**config.mk**
```make
export PLATFORM = sky130hd
export DESIGN_NAME = ppq_level_enc
export DESIGN_NICKNAME = d
export VERILOG_FILES = /design/src/rtl/ppq_pkg.sv /design/src/rtl/ppq_level_enc.sv
export SDC_FILE = /design/constraint.sdc
export NUM_CORES = 1
export LEC_CHECK = 0
export BUFFER_PORTS_ARGS = -buffer_cell sky130_fd_sc_hd__buf_2
export CORE_MARGIN = 8
export CORE_UTILIZATION = 50
export DETAILED_ROUTE_END_ITERATION = 8
export PLACE_DENSITY_LB_ADDON = 0.3
export SLEW_MARGIN = 20
export SYNTH_ARGS = -nofsm -noshare
export SYNTH_HDL_FRONTEND = slang
export SYNTH_SLANG_ARGS = --single-unit
```
**constraint.sdc**
```tcl
create_clock -name vclk -period 3.5
set_input_delay 0.525 -clock vclk [all_inputs]
set_output_delay 0.525 -clock vclk [all_outputs]
set_load 0.05 [all_outputs]
```
**src/rtl/ppq_pkg.sv**
```systemverilog
// ----------------------------------------------------------------------------
// ppq_pkg
// shared constants, payload types and status codes of the priority queue
// ----------------------------------------------------------------------------
`default_nettype none

package ppq_pkg;

  localparam int NUM_LEVELS  = 64;
  localparam int LVL_W       = $clog2(NUM_LEVELS);
  localparam int CAPACITY    = 1024;
  localparam int SLOT_W      = (CAPACITY > 1) ? $clog2(CAPACITY) : 1;
  localparam int CNT_W       = $clog2(CAPACITY + 1);
  localparam int LIM_W       = 11;
  localparam int DATA_W      = 16;
  localparam int BYTE_W      = 26;
  localparam int DROP_W      = 32;
  localparam int STAT_W      = 3;
  localparam logic [LIM_W-1:0] LIMIT_RESET = 11'd1024;

  typedef enum logic [STAT_W-1:0] {
    ST_QUEUED  = 3'd0,
    ST_PUSHOUT = 3'd1,
    ST_DROPPED = 3'd2,
    ST_DEQUEUE = 3'd3,
    ST_EMPTY   = 3'd4
  } status_t;

  typedef enum logic {
    ACT_ENQ = 1'b0,
    ACT_DEQ = 1'b1
  } action_t;

  typedef struct packed {
    logic              action;
    logic [DATA_W-1:0] prio;
    logic [DATA_W-1:0] packet_tag;
    logic [DATA_W-1:0] packet_len;
  } in_item_t;

  typedef struct packed {
    status_t           status;
    logic [DATA_W-1:0] out_tag;
    logic [DATA_W-1:0] out_len;
    logic [LVL_W-1:0]  out_prio;
    logic [CNT_W-1:0]  queue_count;
    logic [BYTE_W-1:0] backlog_bytes;
    logic [DROP_W-1:0] level_drops;
    logic [BYTE_W-1:0] level_backlog;
  } out_item_t;

  // occupancy bounds
  typedef struct packed {
    logic             any;
    logic [LVL_W-1:0] highest;
    logic [LVL_W-1:0] lowest;
  } bounds_t;

endpackage

`default_nettype wire

```
**src/rtl/ppq_level_enc.sv**
```systemverilog
// ----------------------------------------------------------------------------
// ppq_level_enc
// priority encoders giving highest and lowest occupied level
// ----------------------------------------------------------------------------
`default_nettype none

module ppq_level_enc import ppq_pkg::*; (
  input  wire logic [NUM_LEVELS-1:0] occ,
  output bounds_t                    bounds
);

  always_comb begin
    bounds.any     = |occ;
    bounds.highest = '0;
    bounds.lowest  = LVL_W'(NUM_LEVELS - 1);
    for (int i = 0; i < NUM_LEVELS; i++) begin
      if (occ[i]) bounds.highest = LVL_W'(i);
    end
    for (int i = NUM_LEVELS - 1; i >= 0; i--) begin
      if (occ[i]) bounds.lowest = LVL_W'(i);
    end
  end

endmodule

`default_nettype wire

```
* After elaboration in Yosys (flattened, before gate mapping)
Index checks and enable logic that the tools add are counted.
** Word-level totals
- Flip-flop bits (word level) :: 0
** Cells by class
- Reduce and logical (&&, ||, !) cells :: 1
- Muxes and demuxes :: 126
** Operator list (count)
- $mux W6 :: 124
- $reduce_or A64 Y1 :: 1
- $mux W1 :: 2

* Longest topological paths before layout
- Depth after elaboration :: 63
- Depth in mapped cells :: 6

* Worst setup path before layout
No wires, ideal clock.
- Path kind :: in2out
- Start :: input port occ[9]
- End :: output port bounds[12] (netlist bit)
- Data required time :: 2.975 ns
- Stages on the path :: 5
- Arrival time :: 2.683 ns
- Path slack :: 0.292 ns
- Cells stage by stage :: nor4_1 > nand2_1 > or3_1 > nor2_1 > nand3_1
** RTL lines
- start, declared :: line ppq_level_enc.sv:8 : input wire logic [NUM_LEVELS-1:0] occ,
- end, declared :: line ppq_level_enc.sv:9 : output bounds_t bounds

==> qor.yml <==
power_and_ir_drop:
  ir_worst_vdd_v: 0.0000715
  switchingPower_mw: 0.106
  finalPower_mw: 0.167
  p_clk_frac: 0
  switching_share: 0.636
  powerDensity_nw_per_um2: 97.2
  p_leak_nw: 0.687
  pwr-share-comb: 1.000
  p_seq_frac: 0
  intPower_mw: 0.0606
routing:
  wire_per_inst_um: 14.5
  remaining_drc_errors: 0
  drt_iter0_drc: 194
  ant_nets: 0
  drt-pass1-iter-count: 5
  viasPerCell: 6.39
  wirelength_um: 4920
  vias: 2171
finish:
  diodes: 0
  finalNetCount: 376
  area_delta_synth_final_pct: 32.8
  layout-drive-gt1-share: 0.261
  seqCellArea_um2: 0
  fin_cells: 340
  nClkBuffers: 0
  n_fill_cell: 241
  final_cell_area_um2: 1710
  seq_cell_count: 0
  postLayoutCoreUtil: 0.698
logic_synthesis:
  syn_avg_cell_area_um2: 5.54
  ys_types: 38
  synth_nets: 297
  seq_area_frac_synth: 0
  post-synth-top-area-cell: "a21oi_1"
  synth_cells: 233
  synth_top_area_frac: 0.116
  yosys_warnings: 0
  synth_most_common_cell: "nor2_1"
  synthTopCellsByCount: "nor2_1 (33), a21oi_1 (30), nand2_1 (25)"
  synthTopCellsByArea: "a21oi_1 (12%), nor2_1 (9.6%), nor4_1 (9.2%), nand2_1 (7.3%), nor3_1 (6.2%)"
  syn_area_um2: 1290
timing:
  finalCritPeriodShare: 0.789
  worst_pin_slew_ns: 0.631
  maxSlewHeadroom: 0.576
  finalMaxSlewViolations: 0
  finalHoldViolations: 0
  setup_ws_ns: 0.738
  period_minus_slack_ns: 2.76
  setup_viol: 0
  rsz0062_at_grt: "false"
  fmax_ghz: 0.362
  finalSetupTns_ns: 0
  hold_ws_ns: 1.45
critical_path:
  cp_common_cell: "buf_2"
  cp_data_required_time_ns: 2.97
  crit_family: "simple AND/OR/NAND/NOR gates"
  critPathLaunchType: "input pin"
  path_cells: "buf_2 > nor4_1 > nand2_1 > or3_1 > nor2_1 > nand3_1 > buf_2"
  slowest_stage: "nor4_1"
  critPathKind: "input pin to primary output"
  critPathMaxFanout: 5
  arrival_ns: 2.24
  slowest_delay_ns: 0.55
  worstSetupEndpointType: "primary output"
  critPathBufInv: 2
min_path:
  min-delay-path-class: "input pin to primary output"
grt:
  grt_max_degree: 8
  grt_pass1_wl_um: 7780
  grt-ovfl-total: 0
  grt.total_usage: 0.203
  antenna_found_initial: 0
  first_global_vias: 1896
cts:
  ctsResizeCount: 0
  post_cts_buffers: 0
  cts-hold-fix-buffers: 0
flow_run:
  maxCapViolations: 0
status:
  status: "finished, final reports clean"
placement:
  dp_cells: 340
  place_area_um2: 1710
  routabilityCongestion: 0.936
  dp_hpwl_um: 4200
  place_ws_ns: 0.803
  io_buffers: 77
floorplanning:
  die_y_um: 66.8
  start_util: 0.526
  die-area_um2: 4460
  die_w_um: 66.8
  core_um2: 2450
  io_pins: 77
  fp-row-count: 18
[power by group through the flow]
stage,sequential [mW],combinational [mW],clock (mW)
2_1_floorplan,0,0.0764,0
3_3_place_gp,0,0.161,0
3_5_place_dp,0,0.163,0
4_1_cts,0,0.164,0
5_1_grt,0,0.182,0
6_report,0,0.167,0
[placed cells by master, fill, tap and decap left out, drive strengths merged, types with 4 or more instances in the layout]
| master | netlist | layout |
|---|---|---|
| o21bai | 4 | 4 |
| a31oi | 5 | 5 |
| nor4 | 20 | 20 |
| inv | 16 | 16 |
| nand2b | 8 | 8 |
| o31ai | 9 | 9 |
| buf | 0 | 77 |
| nand2 | 25 | 25 |
| o21ai | 17 | 17 |
| nor2 | 33 | 33 |
| nand4 | 4 | 4 |
| nand3 | 6 | 6 |
| nor3 | 16 | 16 |
| o211ai | 5 | 5 |
| a21oi | 30 | 30 |
[logic make-up (layout without fill, tap and decap cells)]
logic type	after synthesis	count (layout)	synth area share
simple gates	127	127	0.498
compound gates	90	90	0.455
buf+inv	16	93	0.0465
[worst min-delay path, cell delays in order]
cell and delay [ns]:
buf_2 0.10, o211ai_1 0.09, buf_2 0.21
[path summary, 6_finish.rpt]
| check | slack (ns) | depth (start not counted) | end | startpoint |
|---|---|---|---|---|
| max | 0.74 | 7 | bounds[12] | occ[15] |
| min | 1.45 | 3 | bounds[0] | occ[0] |
[layout make-up]
| type | instances | area [um^2] | share of cell area |
|---|---|---|---|
| repair buffers | 77 | 385 | 0.225 |
| inverters | 16 | 60.1 | 0.0350 |
| well taps | 30 | 37.5 | 0.0219 |
| multi-input cells | 217 | 1230 | 0.718 |
[routing by layer]
layer	global-route usage	up-vias	part of all wire
met1	0.260	963	0.42
li1	-	1079	-
met3	0.0268	6	0.098
met5	0	-	0
met2	0.358	123	0.48
met4	0.0240	0	0.0055
(Power assumes the default switching activity.)
